## config.mk

```make
export PLATFORM = sky130hd
export DESIGN_NAME = euler_projection_extremum_tracker
export DESIGN_NICKNAME = d
export VERILOG_FILES = /design/src/hw/rtl/epet_pkg.sv /design/src/hw/rtl/euler_projection_extremum_tracker.sv
export SDC_FILE = /design/constraint.sdc
export NUM_CORES = 2
export LEC_CHECK = 0
export ABC_CLOCK_PERIOD_IN_PS = 16300
export CORE_ASPECT_RATIO = 2
export CORE_MARGIN = 2
export CORE_UTILIZATION = 35
export CTS_CLUSTER_DIAMETER = 30
export DETAILED_ROUTE_END_ITERATION = 10
export DONT_BUFFER_PORTS = 1
export PLACE_DENSITY = 0.57
export SLEW_MARGIN = 20
export SYNTH_ARGS = -nofsm -noshare
export SYNTH_HDL_FRONTEND = slang
export SYNTH_SLANG_ARGS = --single-unit
```

## constraint.sdc

```tcl
create_clock -name clk -period 16.3 [get_ports clk]
set_input_delay 3.26 -clock clk [delete_from_list [all_inputs] [get_ports clk]]
set_output_delay 3.26 -clock clk [all_outputs]
set_load 0.005 [all_outputs]
```

## src/hw/rtl/epet_pkg.sv

```systemverilog
// Package with shared constants and types for the Euler projection extremum tracker.
`timescale 1ns / 1ps

package epet_pkg;

  localparam int SINE_TABLE_DEPTH_DEF = 1024;
  localparam int COORD_BITS_DEF       = 16;

  localparam int ANGLE_W = 16;
  localparam int COORD_W = 16;
  localparam int Q24_W   = 24;
  localparam int ITEM_W  = 32;
  localparam int TRIG_W  = 18;
  localparam int COEF_W  = 19;
  localparam int ACC_W   = 56;
  localparam int CFG_IDX_W = 2;

  localparam int IN_TDATA_W  = 96;
  localparam int OUT_TDATA_W = 144;

  localparam logic [15:0] POLY_K1 = 16'd51472;
  localparam logic [15:0] POLY_K2 = 16'd21167;
  localparam logic [15:0] POLY_K3 = 16'd2463;
  localparam logic [15:0] QUARTER_TURN = 16'h4000;

  localparam logic signed [Q24_W-1:0] HIGH_THR_RST = 24'sd275338;
  localparam logic signed [Q24_W-1:0] LOW_THR_RST  = -24'sd275338;

  typedef enum logic [CFG_IDX_W-1:0] {
    CFG_HIGH_THR = 2'd0,
    CFG_LOW_THR  = 2'd1
  } cfg_idx_t;

  typedef enum logic [1:0] {
    ST_IDLE,
    ST_SINE,
    ST_MIX,
    ST_OUT
  } state_t;

  localparam logic [3:0] MIX_LAST = 4'd12;

endpackage

```

## src/hw/rtl/euler_projection_extremum_tracker.sv

```systemverilog
// Top level: iterative Euler projection with running extremum tracking.
//
//  channel | direction | handshake          | payload
//  in_     | slave     | in_tvalid/tready   | in_tdata: angles and coordinates
//  out_    | master    | out_tvalid/tready  | out_tdata: projection, flags, extremes
//  cfg_    | slave     | cfg_valid/ready    | cfg_index, cfg_data: thresholds
//
// Each accepted item is processed in two phases, all on one shared multiplier:
// six sine values are evaluated with four products each, then they are mixed
// and the projection is formed. The result then waits until taken.
// Reset is synchronous and active low; it clears the extremes, the item counter
// and the thresholds to their defaults. The input is not ready until the result
// has been taken. Configuration writes are always accepted.
`timescale 1ns / 1ps

module euler_projection_extremum_tracker #(
  parameter int SINE_TABLE_DEPTH = epet_pkg::SINE_TABLE_DEPTH_DEF,
  parameter int COORD_BITS       = epet_pkg::COORD_BITS_DEF
) (
  input  logic                                clk,
  input  logic                                rst_n,
  input  logic                                in_tvalid,
  output logic                                in_tready,
  // psi[15:0], theta[31:16], phi[47:32], x[63:48], y[79:64], z[95:80]
  input  logic [epet_pkg::IN_TDATA_W-1:0]     in_tdata,
  output logic                                out_tvalid,
  input  logic                                out_tready,
  // projection[23:0], new_max[24], new_min[25], above_high[26], below_low[27],
  // max_so_far[51:28], min_so_far[75:52], max_item[107:76], min_item[139:108]
  output logic [epet_pkg::OUT_TDATA_W-1:0]    out_tdata,
  input  logic                                cfg_valid,
  output logic                                cfg_ready,
  input  logic [epet_pkg::CFG_IDX_W-1:0]      cfg_index,
  input  logic [epet_pkg::Q24_W-1:0]          cfg_data
);

  localparam int PH_DROP = 16 - $clog2(SINE_TABLE_DEPTH);
  localparam int MA_W    = (COORD_BITS > 18) ? COORD_BITS : 18;
  localparam int MB_W    = epet_pkg::COEF_W;
  localparam int PR_W    = MA_W + MB_W;
  localparam int ACC_W   = epet_pkg::ACC_W;
  localparam int Q24_W   = epet_pkg::Q24_W;
  localparam int ITEM_W  = epet_pkg::ITEM_W;
  localparam int TRIG_W  = epet_pkg::TRIG_W;
  localparam int COEF_W  = epet_pkg::COEF_W;
  localparam int PP_W    = 36;

  localparam logic signed [ACC_W-1:0] HALF30 = ACC_W'(64'sd1 <<< 29);
  localparam logic signed [PP_W-1:0]  HALF15 = PP_W'(64'sd1 <<< 14);
  localparam logic signed [ACC_W-1:0] HALF7  = ACC_W'(64'sd64);
  localparam logic signed [ACC_W-1:0] SAT_HI = ACC_W'(64'sd8388607);
  localparam logic signed [ACC_W-1:0] SAT_LO = ACC_W'(-64'sd8388608);

  epet_pkg::state_t state_r, state_nxt;

  logic [15:0]                 ang_r [3];
  logic [15:0]                 ang_nxt [3];
  logic signed [MA_W-1:0]      crd_r [3];
  logic signed [MA_W-1:0]      crd_nxt [3];
  logic signed [TRIG_W-1:0]    trig_r [6];
  logic signed [TRIG_W-1:0]    trig_nxt [6];
  logic [2:0]                  k_r, k_nxt;
  logic [1:0]                  sub_r, sub_nxt;
  logic [3:0]                  step_r, step_nxt;
  logic [16:0]                 x2_r, x2_nxt;
  logic [15:0]                 t_r, t_nxt;
  logic signed [PP_W-1:0]      pp_r, pp_nxt;
  logic signed [ACC_W-1:0]     acc_r, acc_nxt;
  logic signed [COEF_W-1:0]    ca_r, ca_nxt, cb_r, cb_nxt, cc_r, cc_nxt;
  logic signed [Q24_W-1:0]     hthr_r, hthr_nxt, lthr_r, lthr_nxt;
  logic signed [Q24_W-1:0]     max_r, max_nxt, min_r, min_nxt;
  logic [ITEM_W-1:0]           maxpos_r, maxpos_nxt, minpos_r, minpos_nxt;
  logic [ITEM_W-1:0]           cnt_r, cnt_nxt;
  logic signed [Q24_W-1:0]     proj_r, proj_nxt;
  logic                        nmax_r, nmax_nxt, nmin_r, nmin_nxt;
  logic                        abv_r, abv_nxt, blw_r, blw_nxt;

  logic [15:0]                 ang_sel, phase;
  logic [1:0]                  quad;
  logic [15:0]                 frac;
  logic signed [MA_W-1:0]      ma;
  logic signed [MB_W-1:0]      mb;
  logic signed [PR_W-1:0]      prod;
  logic signed [ACC_W-1:0]     prod_x;
  logic signed [ACC_W-1:0]     acc_rnd;
  logic signed [ACC_W-1:0]     proj_full;
  logic signed [Q24_W-1:0]     proj_sat;
  logic [ITEM_W-1:0]           cnt_inc;
  logic                        in_fire, out_fire, last_sine;

  assign in_fire   = in_tvalid && in_tready;
  assign out_fire  = out_tvalid && out_tready;
  assign cfg_ready = 1'b1;
  assign last_sine = (k_r == 3'd5) && (sub_r == 2'd3);

  always_comb begin
    state_nxt = state_r;
    unique case (state_r)
      epet_pkg::ST_IDLE: if (in_fire) state_nxt = epet_pkg::ST_SINE;
      epet_pkg::ST_SINE: if (last_sine) state_nxt = epet_pkg::ST_MIX;
      epet_pkg::ST_MIX:  if (step_r == epet_pkg::MIX_LAST) state_nxt = epet_pkg::ST_OUT;
      epet_pkg::ST_OUT:  if (out_fire) state_nxt = epet_pkg::ST_IDLE;
      default:           state_nxt = epet_pkg::ST_IDLE;
    endcase
  end

  always_comb begin
    in_tready  = 1'b0;
    out_tvalid = 1'b0;
    unique case (state_r)
      epet_pkg::ST_IDLE: in_tready = 1'b1;
      epet_pkg::ST_OUT:  out_tvalid = 1'b1;
      default: begin
      end
    endcase
  end

  assign ang_sel = ang_r[k_r[2:1]];
  assign phase   = ((ang_sel >> PH_DROP) << PH_DROP) + (k_r[0] ? epet_pkg::QUARTER_TURN : 16'd0);
  assign quad    = phase[15:14];
  assign frac    = quad[0] ? (16'h8000 - {1'b0, phase[13:0], 1'b0}) : {1'b0, phase[13:0], 1'b0};

  always_comb begin
    ma = '0;
    mb = '0;
    if (state_r == epet_pkg::ST_SINE) begin
      case (sub_r)
        2'd0: begin ma = $signed(MA_W'(frac));            mb = $signed(MB_W'(frac)); end
        2'd1: begin ma = $signed(MA_W'(epet_pkg::POLY_K3)); mb = $signed(MB_W'(x2_r)); end
        2'd2: begin ma = $signed(MA_W'(t_r));             mb = $signed(MB_W'(x2_r)); end
        default: begin ma = $signed(MA_W'(t_r));          mb = $signed(MB_W'(frac)); end
      endcase
    end else begin
      case (step_r)
        4'd0:  begin ma = MA_W'(trig_r[0]); mb = MB_W'(trig_r[3]); end
        4'd1, 4'd5: begin ma = MA_W'(pp_r >>> 15); mb = MB_W'(trig_r[4]); end
        4'd2, 4'd6: begin ma = MA_W'(trig_r[4]); mb = $signed(MB_W'(pp_r[14:0])); end
        4'd3:  begin ma = MA_W'(trig_r[1]); mb = MB_W'(trig_r[5]); end
        4'd4:  begin ma = MA_W'(trig_r[1]); mb = MB_W'(trig_r[3]); end
        4'd7:  begin ma = MA_W'(trig_r[0]); mb = MB_W'(trig_r[5]); end
        4'd8:  begin ma = MA_W'(trig_r[2]); mb = MB_W'(trig_r[4]); end
        4'd9:  begin ma = crd_r[0]; mb = ca_r; end
        4'd10: begin ma = crd_r[1]; mb = cb_r; end
        4'd11: begin ma = crd_r[2]; mb = cc_r; end
        default: begin
        end
      endcase
    end
  end

  assign prod      = ma * mb;
  assign prod_x    = ACC_W'(prod);
  assign acc_rnd   = (acc_r + HALF30) >>> 30;
  assign proj_full = (acc_r + HALF7) >>> 7;
  assign proj_sat  = (proj_full > SAT_HI) ? SAT_HI[Q24_W-1:0] :
                     (proj_full < SAT_LO) ? SAT_LO[Q24_W-1:0] : proj_full[Q24_W-1:0];
  assign cnt_inc   = cnt_r + ITEM_W'(1);

  always_comb begin
    for (int i = 0; i < 3; i++) begin
      ang_nxt[i] = ang_r[i];
      crd_nxt[i] = crd_r[i];
    end
    for (int i = 0; i < 6; i++) trig_nxt[i] = trig_r[i];
    k_nxt = k_r;  sub_nxt = sub_r;  step_nxt = step_r;
    x2_nxt = x2_r;  t_nxt = t_r;  pp_nxt = pp_r;  acc_nxt = acc_r;
    ca_nxt = ca_r;  cb_nxt = cb_r;  cc_nxt = cc_r;
    hthr_nxt = hthr_r;  lthr_nxt = lthr_r;
    max_nxt = max_r;  min_nxt = min_r;  maxpos_nxt = maxpos_r;  minpos_nxt = minpos_r;
    cnt_nxt = cnt_r;  proj_nxt = proj_r;
    nmax_nxt = nmax_r;  nmin_nxt = nmin_r;  abv_nxt = abv_r;  blw_nxt = blw_r;

    if (cfg_valid && cfg_ready) begin
      unique case (cfg_index)
        epet_pkg::CFG_HIGH_THR: hthr_nxt = $signed(cfg_data);
        epet_pkg::CFG_LOW_THR:  lthr_nxt = $signed(cfg_data);
        default: begin
        end
      endcase
    end

    unique case (state_r)
      epet_pkg::ST_IDLE: begin
        if (in_fire) begin
          ang_nxt[0] = in_tdata[15:0];
          ang_nxt[1] = in_tdata[31:16];
          ang_nxt[2] = in_tdata[47:32];
          crd_nxt[0] = MA_W'($signed(COORD_BITS'(in_tdata[63:48])));
          crd_nxt[1] = MA_W'($signed(COORD_BITS'(in_tdata[79:64])));
          crd_nxt[2] = MA_W'($signed(COORD_BITS'(in_tdata[95:80])));
          k_nxt = '0;
          sub_nxt = '0;
          step_nxt = '0;
        end
      end
      epet_pkg::ST_SINE: begin
        sub_nxt = sub_r + 2'd1;
        case (sub_r)
          2'd0: x2_nxt = 17'(prod >>> 15);
          2'd1: t_nxt = epet_pkg::POLY_K2 - 16'(prod >>> 15);
          2'd2: t_nxt = epet_pkg::POLY_K1 - 16'(prod >>> 15);
          default: begin
            trig_nxt[k_r] = quad[1] ? -TRIG_W'(prod >>> 15) : TRIG_W'(prod >>> 15);
            k_nxt = k_r + 3'd1;
          end
        endcase
      end
      epet_pkg::ST_MIX: begin
        step_nxt = step_r + 4'd1;
        case (step_r)
          4'd0, 4'd4: begin
            pp_nxt = PP_W'(prod);
            if (step_r == 4'd4) ca_nxt = COEF_W'(acc_rnd);
          end
          4'd1: acc_nxt = -(prod_x <<< 15);
          4'd2: acc_nxt = acc_r - prod_x;
          4'd3, 4'd7: acc_nxt = acc_r + (prod_x <<< 15);
          4'd5: acc_nxt = prod_x <<< 15;
          4'd6: acc_nxt = acc_r + prod_x;
          4'd8: begin
            pp_nxt = PP_W'(prod);
            cb_nxt = COEF_W'(acc_rnd);
          end
          4'd9: begin
            cc_nxt = COEF_W'((pp_r + HALF15) >>> 15);
            acc_nxt = prod_x;
          end
          4'd10, 4'd11: acc_nxt = acc_r + prod_x;
          default: begin
            cnt_nxt  = cnt_inc;
            proj_nxt = proj_sat;
            nmax_nxt = proj_sat > max_r;
            nmin_nxt = proj_sat < min_r;
            abv_nxt  = proj_sat > hthr_r;
            blw_nxt  = proj_sat < lthr_r;
            if (proj_sat > max_r) begin
              max_nxt = proj_sat;
              maxpos_nxt = cnt_inc;
            end
            if (proj_sat < min_r) begin
              min_nxt = proj_sat;
              minpos_nxt = cnt_inc;
            end
          end
        endcase
      end
      default: begin
      end
    endcase
  end

  always_ff @(posedge clk) begin
    if (!rst_n) begin
      state_r  <= epet_pkg::ST_IDLE;
      hthr_r   <= epet_pkg::HIGH_THR_RST;
      lthr_r   <= epet_pkg::LOW_THR_RST;
      max_r    <= '0;
      min_r    <= '0;
      maxpos_r <= '0;
      minpos_r <= '0;
      cnt_r    <= '0;
    end else begin
      state_r  <= state_nxt;
      hthr_r   <= hthr_nxt;
      lthr_r   <= lthr_nxt;
      max_r    <= max_nxt;
      min_r    <= min_nxt;
      maxpos_r <= maxpos_nxt;
      minpos_r <= minpos_nxt;
      cnt_r    <= cnt_nxt;
    end
  end

  always_ff @(posedge clk) begin
    ang_r  <= ang_nxt;
    crd_r  <= crd_nxt;
    trig_r <= trig_nxt;
    k_r    <= k_nxt;
    sub_r  <= sub_nxt;
    step_r <= step_nxt;
    x2_r   <= x2_nxt;
    t_r    <= t_nxt;
    pp_r   <= pp_nxt;
    acc_r  <= acc_nxt;
    ca_r   <= ca_nxt;
    cb_r   <= cb_nxt;
    cc_r   <= cc_nxt;
    proj_r <= proj_nxt;
    nmax_r <= nmax_nxt;
    nmin_r <= nmin_nxt;
    abv_r  <= abv_nxt;
    blw_r  <= blw_nxt;
  end

  assign out_tdata = {4'b0, minpos_r, maxpos_r, min_r, max_r,
                      blw_r, abv_r, nmin_r, nmax_r, proj_r};

`ifndef SYNTHESIS
  a_excl: assert property (@(posedge clk) disable iff (!rst_n)
    !(in_tready && out_tvalid)) else $error("ready and result valid together");
  a_order: assert property (@(posedge clk) disable iff (!rst_n)
    !max_r[Q24_W-1] && (min_r[Q24_W-1] || (min_r == '0))) else $error("extremes cross zero");
  a_newmax: assert property (@(posedge clk) disable iff (!rst_n)
    (out_tvalid && nmax_r) |-> (max_r == proj_r && maxpos_r == cnt_r))
    else $error("new maximum not recorded");
  a_ret: assert property (@(posedge clk) disable iff (!rst_n)
    (out_tvalid && out_tready) |=> in_tready) else $error("no return to idle");
`endif

endmodule

```

==> metrics list <==
- After synthesis, flip-flops and latches occupy 32.6% of the total area.
- In this run the worst hold path is classified as reg2reg.
- Clock H-tree levels: 3
- Count of buffering cells on the critical path with inverters included: 7
- Yosys mapped a number of flops with a built-in enable equal to 403.
- Area overhead of the layout relative to synthesis: 12.4%
* Number of fill cells: 13879
- The flow ran to the end, and the final reports show no timing, DRC or antenna violations.
- Across all layers, the routed design uses 40656 vias.
* Die W: 269 um
- DRT Pass-1 Iters: 6
* Fraction of final layout cells sized beyond drive strength 1: 7.95%
- Number of buffers created by CTS: 93
- Once detail routing completed, the nets flagged for antenna violations numbered 0.
* Max-cap violations: 0
* Period minus WS final: 15.48 ns
- The floorplan step set the die height to 533 um.
* Root buffer selected by CTS: clkbuf_16
- Synthesized instance count: 5236
* Post-detailed-routing wire length: 188 mm
- The most used flip-flop cell after synthesis is edfxtp_1.
* Sum Neg Setup Slack: 0 ns
- In this run the worst path has a maximum fanout of 15.
- Worst slack on hold paths: 0.455 ns
- Once the clock tree was built, the resizer swapped 0 gates to a different size.
* FMAX: 64.6 MHz
- Setup repair after global routing missed its margin: no
- # nets final: 6024
- TritonCTS built the clock tree.
- STA classifies the critical path startpoint as a register.
- Total routing resource utilization after global routing: 25.9%
- Routability-driven placement finished with a final weighted congestion of 0.980.
- Number of rows in the core area: 194
* Clock insertion delay at the later pin of the skew report: 0.70 ns
- Part of the cycle the worst path needs: 95.0%
* Number of endpoints failing setup at the final stage: 0
* Detailed placer's ending HPWL: 144 mm
- Via count of the first global-routing pass: 41529
- The worst setup path is of the reg2reg kind.
* Sink count of the clock tree: 597
- For this run the aggregate overflow at the end of global routing stands at 0.
- Synthesized area divided by synthesized cell count: 9.36 um2
- For this block, the initial DRC count from the detailed router was 3093.
- The number of endpoints with negative hold slack in the final report was 0.
- In the final routed layout, each cell accounts on average for 26.2 um.
- The library cell used most frequently in the layout, excluding fill and tap cells, is inv_1.
- Required time of the worst setup path: 16.69 ns
* CP most frequent cell: fa_1
* Least-Margin Pin Slew: 1.25 ns
- Top-level port count: 274
- Leaving out fill and tap cells, the most frequent cells in the layout are inv_1, nand2_1, edfxtp_1, nor2_1, fa_1.
* Number of hold buffers added after CTS: 0
- Post-Syn Area: 0.0490 mm2
* Area of the core region: 0.139 mm2
- Clock-pin slew was measured on the worst setup and hold paths at 0.06 ns.
- The first global-routing pass estimated 271 mm of wire.
- Arrival time of the worst setup path: 15.88 ns
- The initial antenna violation count came to 6.
- Kind of end point of the critical path: register
- Grouping stages by cell kind, the critical path spends the most delay in adder cells.
- Via density: 5.66
* Buffers inserted during post-CTS setup optimization: 0
- Among all stages on the critical path, the largest delay is contributed by nor4bb_1.
- On the worst path, the slowest cell contributes a delay of 0.97 ns.
- After synthesis, the share of flip-flops with an asynchronous set or reset is 0%.
- The final number of max-transition violations is 0.
- For this configuration, the core starts out at a cell density of 35.2%.
- Worst slew margin relative to its limit: 16.9%
- Synthesis inferred 597 register bits.
- On the final layout, the worst clock skew is 0.0505 ns.
* Total Die Area: 0.143 mm2
- During placement, the flow inserted port buffers numbering 0.
* Number of distinct library cells after synthesis: 106
- Warnings from Yosys: 0
* Largest net degree at the start of global routing: 134
* Post-route DRC violation count: 0
- CTS max path bufs: 3
==> cell families (layout without fill, tap and decap cells) <==
group,Yosys count,count (layout),share of synthesized area (%)
simple gates,1522,1522,14.5
buf+inv,902,982,7.20
other cells,2,10,0.0153
compound gates,1132,1132,15.7
flops,597,597,32.6
xor+xnor,321,321,5.77
mux,101,101,2.08
fa+ha+maj,659,659,22.1
==> worst reg2reg max path: cells and delay by family (launching register included) <==
kind,cells,cell delay [ns]
buf+inv,7,0.97
compound gates,11,4.12
xor+xnor,1,0.15
simple gates,12,4.11
fa+ha+maj,9,4.39
mux,1,0.56
flops,1,0.89
==> area by class of cell <==
| class | count | area [um2] | area share [%] |
|---|---|---|---|
| tap | 1862 | 2330 | 4.23 |
| clock inverter | 76 | 1000 | 1.82 |
| antenna | 5 | 12.5 | 0.0227 |
| inverter | 644 | 2420 | 4.40 |
| timing repair buffer | 162 | 1240 | 2.25 |
| clock buffer | 100 | 2390 | 4.33 |
| multi-input combinational | 3740 | 29700 | 53.9 |
| sequential | 597 | 16000 | 29.0 |
==> metal layers <==
layer	track usage, %	routed length [um]
met5	0	10
met4	22.3	19500
met3	4.89	12300
met2	47.3	97500
met1	24.4	58700
==> per-stage QoR <==
step	area (um2)	worst slack (ns)	std cells	util [%]
5_1_grt	55100	0.190	7185	39.5
4_1_cts	55000	1.36	7180	39.5
6_report	55100	0.815	7186	39.5
2_1_floorplan	49000	4.19	5239	-
3_5_place_dp	51600	1.43	7004	37.0
3_3_place_gp	51600	1.48	7004	37.0
==> flip-flops by register name, summed over array words and instances, names as in the netlist, 30 cells and up <==
name	count
cnt_r	32
minpos_r	32
acc_r	56
maxpos_r	32
trig_r	108
ang_r	30
crd_r	48
pp_r	34
==> final timing paths <==
check	start	depth (start not counted)	endpoint	slack, ns
worst max-delay path	k_r[2]	41	acc_r[44]	0.82
worst min-delay path	hthr_r[21]	2	hthr_r[21]	0.45
worst max register to register	k_r[2]	41	acc_r[44]	0.82
worst min register to register	hthr_r[21]	2	hthr_r[21]	0.45
==> cells in the mapped netlist (12+ instances only) <==
| library cell | instances | area (um2) |
|---|---|---|
| o211ai_1 | 43 | 323 |
| nand4_1 | 65 | 407 |
| a31oi_1 | 30 | 188 |
| buf_1 | 14 | 52.6 |
| a21oi_1 | 263 | 1320 |
| edfxtp_1 | 403 | 12100 |
| nor4_1 | 20 | 125 |
| ha_1 | 312 | 3900 |
| o21bai_1 | 17 | 128 |
| or3_1 | 33 | 206 |
| o21ai_0 | 176 | 881 |
| a211oi_1 | 127 | 953 |
| xor2_1 | 112 | 981 |
| nand2b_1 | 53 | 332 |
| and2_1 | 34 | 213 |
| o21a_1 | 51 | 383 |
| a211o_1 | 14 | 123 |
| nand3_1 | 126 | 631 |
| a221oi_1 | 28 | 245 |
| a22oi_1 | 51 | 383 |
| xnor2_1 | 207 | 1810 |
| inv_1 | 636 | 2390 |
| nor3_1 | 58 | 290 |
| a21o_1 | 107 | 803 |
| a41oi_1 | 15 | 131 |
| and3_1 | 25 | 156 |
| fa_1 | 347 | 6950 |
| and4_1 | 14 | 123 |
| dfxtp_1 | 194 | 3880 |
| o31ai_1 | 12 | 90.1 |
| nand2_1 | 601 | 2260 |
| nor2_1 | 383 | 1440 |
| nor2b_1 | 36 | 225 |
| or2_2 | 13 | 81.3 |
| o21ai_1 | 17 | 85.1 |
| a22o_1 | 15 | 131 |
| clkbuf_1 | 217 | 815 |
| mux2i_1 | 95 | 951 |
| o22ai_1 | 21 | 131 |
| a222oi_1 | 34 | 340 |
| o221ai_1 | 12 | 105 |
Power is not shown: default switching activity piles up to over one toggle a cycle in this logic, so the estimate is an artifact.
